--- src/rtl/core/assert_macros.svh ---
// Assertion macros shared by the scheduler RTL.
`ifndef ASSERT_MACROS_SVH
`define ASSERT_MACROS_SVH

// Checks a property at every clock edge outside reset.
`define CLOOK_ASSERT(label, prop, msg) \
   label: assert property (@(posedge clock) disable iff (reset) prop) else $error(msg);

// Checks that a condition is followed by a property in the next cycle.
`define CLOOK_ASSERT_NEXT(label, cond, prop, msg) \
   label: assert property (@(posedge clock) disable iff (reset) (cond) |=> (prop)) \
      else $error(msg);

`endif

--- src/rtl/core/clook_pkg.sv ---
// Types, status codes and default sizes for the C-LOOK request scheduler.
package clook_pkg;

   localparam int CLOOK_QUEUE_DEPTH = 32;
   localparam int SECTOR_BITS       = 48;
   localparam int OCC_BITS          = 6;

   localparam logic OP_ADD      = 1'b0;
   localparam logic OP_DISPATCH = 1'b1;

   localparam logic [1:0] STATUS_ADDED      = 2'd0;
   localparam logic [1:0] STATUS_FULL       = 2'd1;
   localparam logic [1:0] STATUS_DISPATCHED = 2'd2;
   localparam logic [1:0] STATUS_EMPTY      = 2'd3;

   typedef struct packed {
      logic                   op;
      logic [SECTOR_BITS-1:0] sector;
      logic                   is_write;
   } req_type;

   typedef struct packed {
      logic [1:0]             status;
      logic [SECTOR_BITS-1:0] out_sector;
      logic                   out_is_write;
      logic [OCC_BITS-1:0]    occupancy;
   } rsp_type;

   typedef struct packed {
      logic                   is_write;
      logic [SECTOR_BITS-1:0] sector;
   } entry_type;

   localparam int ENTRY_BITS = $bits(entry_type);

endpackage

--- src/rtl/core/clook_ram.sv ---
// Generic simple dual-port RAM with one write port and one registered read port.
module clook_ram
   import clook_pkg::*;
#(
   parameter int WIDTH = ENTRY_BITS,
   parameter int DEPTH = CLOOK_QUEUE_DEPTH
) (
   input  logic                     clock,
   input  logic                     wr_en,
   input  logic [$clog2(DEPTH)-1:0] wr_addr,
   input  logic [WIDTH-1:0]         wr_data,
   input  logic                     rd_en,
   input  logic [$clog2(DEPTH)-1:0] rd_addr,
   output logic [WIDTH-1:0]         rd_data
);

   logic [WIDTH-1:0] mem_ff [DEPTH];
   logic [WIDTH-1:0] rd_data_ff;

   always_ff @(posedge clock) begin
      if (wr_en) begin
         mem_ff[wr_addr] <= wr_data;
      end
      if (rd_en) begin
         rd_data_ff <= mem_ff[rd_addr];
      end
   end

   assign rd_data = rd_data_ff;

endmodule

--- src/rtl/core/clook_request_scheduler_top.sv ---
// Top level of the C-LOOK disk request scheduler.
//
// Requests arrive on the req_ channel as one struct: an op bit (add or
// dispatch), a sector and a read/write bit. Every request produces exactly
// one result on the rsp_ channel: a status code, the dispatched sector and
// direction, and the queue occupancy after the request.
// The queue lives in a circular buffer in one RAM. A dispatch reads the front
// entry and advances the base pointer, passing DOUT and PUSH on its way out.
// An add walks the queue from the front, one entry per cycle through the RAM
// read port, and once the insert point is found it ripples the displaced
// entries one slot toward the tail as it goes; ST_TAIL then writes the last
// entry. An add to a full queue or a dispatch from an empty queue goes
// straight to PUSH. One request is worked on at a time.
// The result sits in an output register, so the next request is taken while
// a result still waits; a stalled receiver holds the following result in
// the block, and no further request is taken until it can move out.
// Synchronous reset empties the queue and marks the head position invalid;
// the RAM contents are not cleared.
// The occupancy field carries the low six bits of the entry count.
module clook_request_scheduler_top
   import clook_pkg::*;
#(
   parameter int QUEUE_DEPTH = CLOOK_QUEUE_DEPTH
) (
   input  logic    clock,
   input  logic    reset,
   input  logic    req_valid,
   output logic    req_ready,
   input  req_type req_payload,
   output logic    rsp_valid,
   input  logic    rsp_ready,
   output rsp_type rsp_payload
);

`include "assert_macros.svh"

   localparam int AW = $clog2(QUEUE_DEPTH);
   localparam int CW = $clog2(QUEUE_DEPTH + 1);

   localparam logic [2:0] ST_IDLE = 3'd0;
   localparam logic [2:0] ST_SCAN = 3'd1;
   localparam logic [2:0] ST_TAIL = 3'd2;
   localparam logic [2:0] ST_DOUT = 3'd3;
   localparam logic [2:0] ST_PUSH = 3'd4;

   logic [2:0]             state_ff, state_in;
   logic [CW-1:0]          count_ff, count_in;
   logic [AW-1:0]          base_ff, base_in;
   logic [SECTOR_BITS-1:0] head_ff, head_in;
   logic                   head_valid_ff, head_valid_in;
   logic [CW-1:0]          idx_ff, idx_in;
   logic                   inserted_ff, inserted_in;
   entry_type              carry_ff, carry_in;
   req_type                req_ff, req_in;
   rsp_type                res_ff, res_in;
   logic                   rsp_valid_ff, rsp_valid_in;
   rsp_type                rsp_ff, rsp_in;

   logic                   wr_en;
   logic [AW-1:0]          wr_addr;
   entry_type              wr_data;
   logic                   rd_en;
   logic [AW-1:0]          rd_addr;
   logic [ENTRY_BITS-1:0]  rd_bits;
   entry_type              cur;
   entry_type              new_entry;
   logic                   e_below;
   logic                   s_above;
   logic                   s_less;
   logic                   match;
   logic                   req_xfer;
   logic [CW-1:0]          idx_next;

   // Maps a queue position onto a RAM address relative to the base pointer.
   function automatic logic [AW-1:0] phys(input logic [AW-1:0] b, input logic [CW-1:0] k);
      logic [CW:0] s;
      s = (CW+1)'(b) + (CW+1)'(k);
      if (s >= (CW+1)'(QUEUE_DEPTH)) begin
         s = s - (CW+1)'(QUEUE_DEPTH);
      end
      return s[AW-1:0];
   endfunction

   clook_ram #(
      .WIDTH (ENTRY_BITS),
      .DEPTH (QUEUE_DEPTH)
   ) u_ram (
      .clock   (clock),
      .wr_en   (wr_en),
      .wr_addr (wr_addr),
      .wr_data (wr_data),
      .rd_en   (rd_en),
      .rd_addr (rd_addr),
      .rd_data (rd_bits)
   );

   assign cur       = entry_type'(rd_bits);
   assign new_entry = '{is_write: req_ff.is_write, sector: req_ff.sector};
   assign req_ready = (state_ff == ST_IDLE);
   assign req_xfer  = req_valid && req_ready;
   assign idx_next  = idx_ff + CW'(1);

   // Insert-before rule; without a valid head every entry counts as below it.
   assign e_below = head_valid_ff ? (cur.sector < head_ff) : 1'b1;
   assign s_above = head_valid_ff && (req_ff.sector > head_ff);
   assign s_less  = req_ff.sector < cur.sector;
   assign match   = s_above ? (e_below || s_less) : (e_below && s_less);

   always_comb begin
      state_in      = state_ff;
      count_in      = count_ff;
      base_in       = base_ff;
      head_in       = head_ff;
      head_valid_in = head_valid_ff;
      idx_in        = idx_ff;
      inserted_in   = inserted_ff;
      carry_in      = carry_ff;
      req_in        = req_ff;
      res_in        = res_ff;
      rsp_in        = rsp_ff;
      rsp_valid_in  = rsp_valid_ff && !rsp_ready;
      wr_en         = 1'b0;
      wr_addr       = phys(base_ff, idx_ff);
      wr_data       = new_entry;
      rd_en         = 1'b0;
      rd_addr       = base_ff;

      unique case (state_ff)
         ST_IDLE: begin
            // The front entry is fetched at once; both add and dispatch start there.
            rd_en = req_xfer;
            if (req_xfer) begin
               req_in      = req_payload;
               idx_in      = '0;
               inserted_in = 1'b0;
               res_in      = '{status: STATUS_ADDED, out_sector: '0, out_is_write: 1'b0,
                               occupancy: OCC_BITS'(count_ff)};
               if (req_payload.op == OP_ADD) begin
                  if (count_ff == CW'(QUEUE_DEPTH)) begin
                     res_in.status = STATUS_FULL;
                     state_in      = ST_PUSH;
                  end else if (count_ff == '0) begin
                     state_in = ST_TAIL;
                  end else begin
                     state_in = ST_SCAN;
                  end
               end else begin
                  if (count_ff == '0) begin
                     res_in.status = STATUS_EMPTY;
                     state_in      = ST_PUSH;
                  end else begin
                     state_in = ST_DOUT;
                  end
               end
            end
         end
         ST_SCAN: begin
            // Once the insert point is passed, each entry moves up by one slot.
            rd_en   = 1'b1;
            rd_addr = phys(base_ff, idx_next);
            if (inserted_ff) begin
               wr_en    = 1'b1;
               wr_data  = carry_ff;
               carry_in = cur;
            end else if (match) begin
               wr_en       = 1'b1;
               wr_data     = new_entry;
               carry_in    = cur;
               inserted_in = 1'b1;
            end
            idx_in = idx_next;
            if (idx_next == count_ff) begin
               state_in = ST_TAIL;
            end
         end
         ST_TAIL: begin
            wr_en            = 1'b1;
            wr_addr          = phys(base_ff, count_ff);
            wr_data          = inserted_ff ? carry_ff : new_entry;
            count_in         = count_ff + CW'(1);
            res_in.status    = STATUS_ADDED;
            res_in.occupancy = OCC_BITS'(count_ff + CW'(1));
            state_in         = ST_PUSH;
         end
         ST_DOUT: begin
            head_in       = cur.sector;
            head_valid_in = 1'b1;
            base_in       = (base_ff == AW'(QUEUE_DEPTH - 1)) ? '0 : base_ff + AW'(1);
            count_in      = count_ff - CW'(1);
            res_in        = '{status: STATUS_DISPATCHED, out_sector: cur.sector,
                              out_is_write: cur.is_write,
                              occupancy: OCC_BITS'(count_ff - CW'(1))};
            state_in      = ST_PUSH;
         end
         ST_PUSH: begin
            if (!rsp_valid_ff || rsp_ready) begin
               rsp_in       = res_ff;
               rsp_valid_in = 1'b1;
               state_in     = ST_IDLE;
            end
         end
         default: begin
            state_in = ST_IDLE;
         end
      endcase
   end

   always_ff @(posedge clock) begin
      if (reset) begin
         state_ff      <= ST_IDLE;
         count_ff      <= '0;
         base_ff       <= '0;
         head_ff       <= '0;
         head_valid_ff <= 1'b0;
         rsp_valid_ff  <= 1'b0;
      end else begin
         state_ff      <= state_in;
         count_ff      <= count_in;
         base_ff       <= base_in;
         head_ff       <= head_in;
         head_valid_ff <= head_valid_in;
         rsp_valid_ff  <= rsp_valid_in;
      end
      idx_ff      <= idx_in;
      inserted_ff <= inserted_in;
      carry_ff    <= carry_in;
      req_ff      <= req_in;
      res_ff      <= res_in;
      rsp_ff      <= rsp_in;
   end

   assign rsp_valid   = rsp_valid_ff;
   assign rsp_payload = rsp_ff;

   `CLOOK_ASSERT(a_count_bound, count_ff <= CW'(QUEUE_DEPTH), "entry count above queue depth")
   `CLOOK_ASSERT(a_no_idle_write, (state_ff == ST_IDLE || state_ff == ST_PUSH) |-> !wr_en,
      "queue RAM written outside an add")
   `CLOOK_ASSERT_NEXT(a_push_loads, state_ff == ST_PUSH && (!rsp_valid_ff || rsp_ready),
      rsp_valid_ff && state_ff == ST_IDLE, "result not moved to the output register")
   `CLOOK_ASSERT(a_added_count, (state_ff == ST_PUSH && res_ff.status == STATUS_ADDED)
      |-> count_ff != '0, "request added but queue is empty")

endmodule
--- config.mk ---
export PLATFORM = sky130hd
export DESIGN_NAME = clook_request_scheduler_top
export DESIGN_NICKNAME = d
export VERILOG_FILES = /design/src/rtl/core/clook_pkg.sv /design/src/rtl/core/clook_ram.sv /design/src/rtl/core/clook_request_scheduler_top.sv
export VERILOG_INCLUDE_DIRS = /design/src /design/src/rtl/core
export SDC_FILE = /design/constraint.sdc
export NUM_CORES = 2
export LEC_CHECK = 0
export ABC_AREA = 0
export BUFFER_PORTS_ARGS = -buffer_cell sky130_fd_sc_hd__clkbuf_2
export CAP_MARGIN = 15
export CORE_MARGIN = 3
export CORE_UTILIZATION = 40
export CTS_CLUSTER_SIZE = 12
export DETAILED_ROUTE_END_ITERATION = 12
export PLACE_DENSITY = 0.58
export SYNTH_ARGS = -nofsm -noshare
export SYNTH_HDL_FRONTEND = slang
export SYNTH_HIERARCHICAL = 1
export SYNTH_SLANG_ARGS = --single-unit
export TNS_END_PERCENT = 30
--- constraint.sdc ---
create_clock -name clock -period 17.75 [get_ports clock]
set_input_delay 0.8875 -clock clock [delete_from_list [all_inputs] [get_ports clock]]
set_output_delay 0.8875 -clock clock [all_outputs]
set_load 0.005 [all_outputs]
## Yosys cells after proc, flatten, opt, wreduce, memory -nomap -nowiden

Memories as Yosys holds them, arrays and structs flattened. A register that Yosys moved wholly into a read port is not among the register bits.
Cells that the tools add are included.

| storage, ports and cells | value |
|---|---|
| flip-flop bits (word level) | 283 |
| latch bits | 0 |
| memory bits (writable) | 1568 |
| ROM bits | 0 |
| bits of input ports | 54 |
| output and inout port bits | 59 |
| logic and storage cells | 111 |
| memories kept | 1 |

| cells by class | value |
|---|---|
| $add $sub $neg | 10 |
| multipliers | 0 |
| div/mod/pow operators | 0 |
| $lt $le $gt $ge | 6 |
| equality and inequality tests | 10 |
| shift-type cells | 0 |
| muxes and demuxes | 40 |
| bitwise gates (word level) | 0 |
| reduce and logical (&&, ||, !) cells | 24 |

Memories:

| name | depth | width | read ports | clocked after Yosys merged registers in | wr ports | line | text |
|---|---|---|---|---|---|---|---|
| u_ram.mem_ff | 32 | 49 | 1 | 1 | 1 | clook_ram.sv:17 | `logic [WIDTH-1:0] mem_ff [DEPTH];` |

Operator list:

| operator | number |
|---|---|
| $mux 49 | 4 |
| $pmux 49 s2 | 1 |
| $lt 48x48->1 | 2 |
| $mux 57 | 1 |
| $gt 48x48->1 | 1 |
| $mux 5 | 6 |
| $pmux 6 s2 | 2 |
| $add 5x6->7 | 3 |
| $ge 7x6->1 const B | 3 |
| $mux 3 | 6 |
| $pmux 6 s3 | 1 |
| $sub 5x1->5 const B | 3 |
| $add 6x1->6 const B | 2 |
| $pmux 3 s4 | 1 |
| $reduce_and 2->1 | 6 |
| $mux 1 | 10 |
| $reduce_bool 2->1 | 4 |
| $eq 3x2->1 const B | 2 |
| $eq 6x6->1 | 1 |
| $eq 6x6->1 const B | 1 |
| $logic_not 6->1 | 1 |
| $mux 2 | 3 |
| $mux 6 | 1 |
| $pmux 1 s2 | 3 |
| other kinds (15) | 22 |

## Logic depth before layout (Yosys ltp)

| logic depth | value |
|---|---|
| depth in word-level cells | 9 |
| mapped depth | 16 |
| depth with buffers taken out | 13 |

## By module

The synthesis kept the hierarchy.

By module, submodules not included:

| module | instances | cells each | area an instance (µm²) | sequential area each (µm²) |
|---|---|---|---|---|
| clook_ram | 1 | 3434 | 62344.8 | 48556.6 |
| clook_request_scheduler_top | 1 | 1201 | 13977.2 | 7857.5 |

## Worst setup path after synthesis

No wires, ideal clock.

| timing path | value |
|---|---|
| path type | reg-to-reg |
| start point | register u_ram.rd_data_ff[13] (netlist: u_ram/rd_data[13]) (read register of u_ram.mem_ff) |
| end point | register carry_ff[0] (netlist name) (enable) |
| library setup time | 529 ps |
| arrival time | 5430 ps |
| required time | 17221 ps |
| slack | 11791 ps |
| stages on the path, launching flop included | 10 |
| buffers on the path | 0 |
| clock period less this slack | 5959 ps |
| cell sequence | edfxtp_1 > inv_1 > ha_1 > a21oi_1 > nor2_1 > a2111oi_0 > a31oi_1 > nor3_2 > a21oi_1 > a211oi_1 |

| on the way | value |
|---|---|
| longest elaborated chain between the ends | 6 |
| elaborated cells between the ends (all ways) | 8 |
| those cells by class | order compare (2); mux (2); reduce/logical (4) |

RTL lines:

| item | line | text |
|---|---|---|
| start: declaration | clook_ram.sv:18 | `logic [WIDTH-1:0] rd_data_ff;` |
| $lt 48x48->1 | clook_request_scheduler_top.sv:104 | `assign e_below = head_valid_ff ? (cur.sector < head_ff) : 1'b1;` |
| $mux 1 | clook_request_scheduler_top.sv:104 |  |
| $logic_and 1x1->1 or $logic_or 1x1->1 (tied branches) | clook_request_scheduler_top.sv:107 | `assign match = s_above ? (e_below \|\| s_less) : (e_below && s_less);` |
| $mux 1 (*) | clook_request_scheduler_top.sv:107 |  |
| $reduce_bool 2->1 (no source line) (*) | n/a |  |
| $reduce_and 2->1 (no source line) (*) | n/a |  |
| end signal: assignment | clook_request_scheduler_top.sv:226 | `carry_ff <= carry_in;` |
| end: declaration | clook_request_scheduler_top.sv:53 | `entry_type carry_ff, carry_in;` |

Mark *: on every way between the ends. The rest lies on a longest branch, timed or not.
A chain may end at the register's enable or synchronous reset.

## Worst setup path after layout

| timing path | value |
|---|---|
| start point | register state_ff[0] |
| end point | register u_ram.rd_data_ff[24] (netlist: u_ram/rd_data[24]) (read register of u_ram.mem_ff) (data pin) |

| on the way | value |
|---|---|
| elaborated cells between the ends (all ways) | 5 |
| those cells by class | eq/ne (1); mux (2); reduce/logical (2) |

RTL lines:

| item | line | text |
|---|---|---|
| start: declaration | clook_request_scheduler_top.sv:46 | `logic [2:0] state_ff, state_in;` |
| start signal: assignment | clook_request_scheduler_top.sv:217 | `state_ff <= state_in;` |
| $eq 3x1->1 | clook_request_scheduler_top.sv:128 | `unique case (state_ff)` |
| $mux 5 | clook_request_scheduler_top.sv:128 |  |
| via rd_addr[0] | clook_request_scheduler_top.sv:63 | `logic [AW-1:0] rd_addr;` |

The timed path passes the listed nets, and every way through them passes these cells.

==> reports/qor.yml <==
grt_antenna_before_repair: 14
dp_hpwl_um: 108100
h-tree-depth: 4
wire_per_inst_um: 26.71
finalSetupTns_ps: 0
p_switching_uw: 4692
p_leak_uw: 0.02745
slew_headroom_pct: 19.63
top_usage_layer: "met2"
n_fill_cell: 16249
fin_area_sq_um: 85620
io-pin-count: 113
drt-total-wl_um: 198200
layout_worst_path_cycle_share_pct: 35.60
drcViolationCount: 0
track_usage_pct: 19.84
start_kind: "register"
yosysUniqueCellTypes: 67
synth.net_count: 4847
maxCapViolations: 0
cts_resized: 0
intPower_uw: 9224
regArea_sq_um: 56410
cts_setup_buffers: 0
cp_num_buf_inv: 5
num_vias: 41076
worstMarginPinSlew_ps: 1206
dieArea_sq_um: 196100
drive_above_1_share_pct: 10.20
port_buffers: 112
clock_skew_ps: 32.42
power_frac_seq_pct: 44.2
irDropWorstVdd_mv: 0.1698
ys_seq_area_share_pct: 73.92
first_iter_violations: 3907
grt_pass1_vias: 40135
fin_nets: 5023
dpl_cell_area_sq_um: 79820
fin_crit_ps: 6319
met2_usage_pct: 31.84
synth_flop_cell: "edfxtp_1"
path_delay_family: "buffers and inverters"
dp.cells: 7096
worstSetupPathType: "register to register"
synth_cells: 4635
stdcell_count: 7419
cp_slowest_cell: "buf_12"
cts_sinks: 1900
setup_viol: 0
end_kind: "register"
met3_usage_pct: 2.932
slew_viol_final: 0
rows: 159
met1_usage_pct: 28.07
outcome: "finished, final reports clean"
yosysWarnings: 6
multiInputGateArea_sq_um: 18390
most-common-layout-cells: "edfxtp_1, mux2i_1, nand2_1"
dr.pass1.iters: 5
core-area_sq_um: 188800
grt_max_degree: 125
slowest_delay_ps: 670
grt_setup_unrepaired: "false"
tritoncts: "built"
synth_edf_count: 1836
insertion_delay_ps: 830
viasPerCell: 5.537
synth_area_sq_um: 76320
hold_class: "input port to register"
required_ps: 18210
die_h_um: 442.8
cts_hold_buffers: 0
hold_violations: 0
clockRootBuffer: "clkbuf_16"
grt_pass1_wl_um: 286200
power.share.combinational_pct: 30.0
gr-total-overflow: 0
place_congestion: 0.8181
syn2layout_area_growth_pct: 12.19
max_freq_mhz: 158.2
ant_nets: 0
path_cells: "inv_2 > nor3_2 > nand2_1 > nand2_4 > buf_12 > buf_12 > buf_12 > buf_4 > mux2i_1 > a21oi_1 > a31oi_1 > nand3_1"
swShare_pct: 33.72
ys_async_sr_fraction_pct: 0
cts_buffer_depth: 3
path_max_fanout: 124
powerDensity_nw_per_um2: 162.5
syn_avg_cell_area_sq_um: 16.47
cts_made_buffers: 188
ys_seq_elements: 1900
die_w_um: 442.8
layout_commonest_cell: "edfxtp_1"
initial_core_util_pct: 40.43
clkTransAtPathRegs_ps: 60
crit_arrival_ps: 6780
clkPwrFrac_pct: 25.8
path_common_cell: "buf_12"
==> cell usage after synthesis, drive strengths merged (4+ instances only) <==
library cell     n  area share [%]
nand4           25            0.20
a21oi          272             1.8
mux2i          787              10
nor4             5           0.049
a21o             9           0.089
xnor2           13            0.15
a22o            98             1.1
a211oi           6           0.072
clkbuf         100            0.49
o21ai           32            0.21
nor2            65            0.33
ha             156             2.6
a22oi          149             1.5
nand2          310             1.5
inv            156            0.77
edfxtp        1836              72
a221oi           5           0.066
nor2b           15            0.12
and3             5           0.041
nand2b           7           0.067
dfxtp           64             1.7
and2             4           0.033
nand3b           5           0.049
xor2            11            0.13
mux2            52            0.77
nand3          165             1.1
nor3            61            0.41
a31oi           55            0.45
buf            125             1.2
==> metal layers <==
| layer | vias up | part of all wire (%) | routed length (um) |
|---|---|---|---|
| met5 | - | 0.0066 | 13 |
| li1 | 18301 | - | - |
| met3 | 283 | 6.2 | 12240 |
| met2 | 1297 | 47 | 93410 |
| met4 | 2 | 2.6 | 5146 |
| met1 | 21193 | 44 | 87370 |
==> final cells by class <==
type | instances | share of cell area [%]
sequential | 1900 | 65.89
multi-input combinational | 2354 | 21.48
clock buffer | 243 | 5.772
tap | 2495 | 3.646
timing repair buffer | 211 | 2.034
inverter | 156 | 0.6839
clock inverter | 56 | 0.4822
antenna | 4 | 0.01169
==> sequential cells by signal, indices dropped and copies added, names as in the netlist <==
signal,cells
u_ram/mem_ff,1568
res_ff,57
rsp_payload,57
carry_ff,49
new_entry,49
u_ram/rd_data,49
head_ff,48
count_ff,6
idx_ff,6
base_ff,5
state_ff,3
head_valid_ff,1
inserted_ff,1
rsp_valid,1
==> final timing paths <==
kind / start / to / slack (ps) / depth (start not counted)
max reg2reg: state_ff[0] / u_ram/rd_data[24] / 11430 / 12
min: req_payload[29] / new_entry[28] / 240 / 1
min reg2reg: res_ff[50] / rsp_payload[50] / 420 / 0
max: state_ff[0] / u_ram/rd_data[24] / 11430 / 12
==> logic make-up after synthesis <==
kind of cell	synth area share [%]
fa+ha+maj	2.610
buf+inv	2.438
compound gates	5.539
flops	73.92
mux	11.09
simple gates	4.074
xor+xnor	0.3344
==> metrics by stage <==
| step | utilization [%] | worst slack [ps] | hold slack, ps | power, uW |
|---|---|---|---|---|
| 2_1_floorplan | - | 11790 | 400.3 | 8767 |
| 3_3_place_gp | 42.28 | 11570 | 400.3 | 10250 |
| 3_5_place_dp | 42.28 | 11460 | 404.5 | 10310 |
| 4_1_cts | 45.11 | 11450 | 171.0 | 13890 |
| 5_1_grt | 45.35 | 11190 | 184.7 | 14500 |
| 6_report | 45.35 | 11430 | 240.7 | 13920 |
==> power by group through the flow <==
stage | clock (uW) | combinational [uW] | sequential, uW
4_1_cts | 3670 | 4060 | 6170
3_3_place_gp | 0 | 4000 | 6250
6_report | 3590 | 4170 | 6150
3_5_place_dp | 0 | 4050 | 6260
5_1_grt | 3850 | 4470 | 6190
2_1_floorplan | 0 | 2600 | 6170
==> worst register-to-register path, delay by kind of cell (launching register included) <==
family / cells / cell delay (ps)
simple gates: 4 / 1580
mux: 1 / 270
buf+inv: 5 / 3050
flops: 1 / 610
compound gates: 2 / 440
Power figures use the tool's default switching activity.
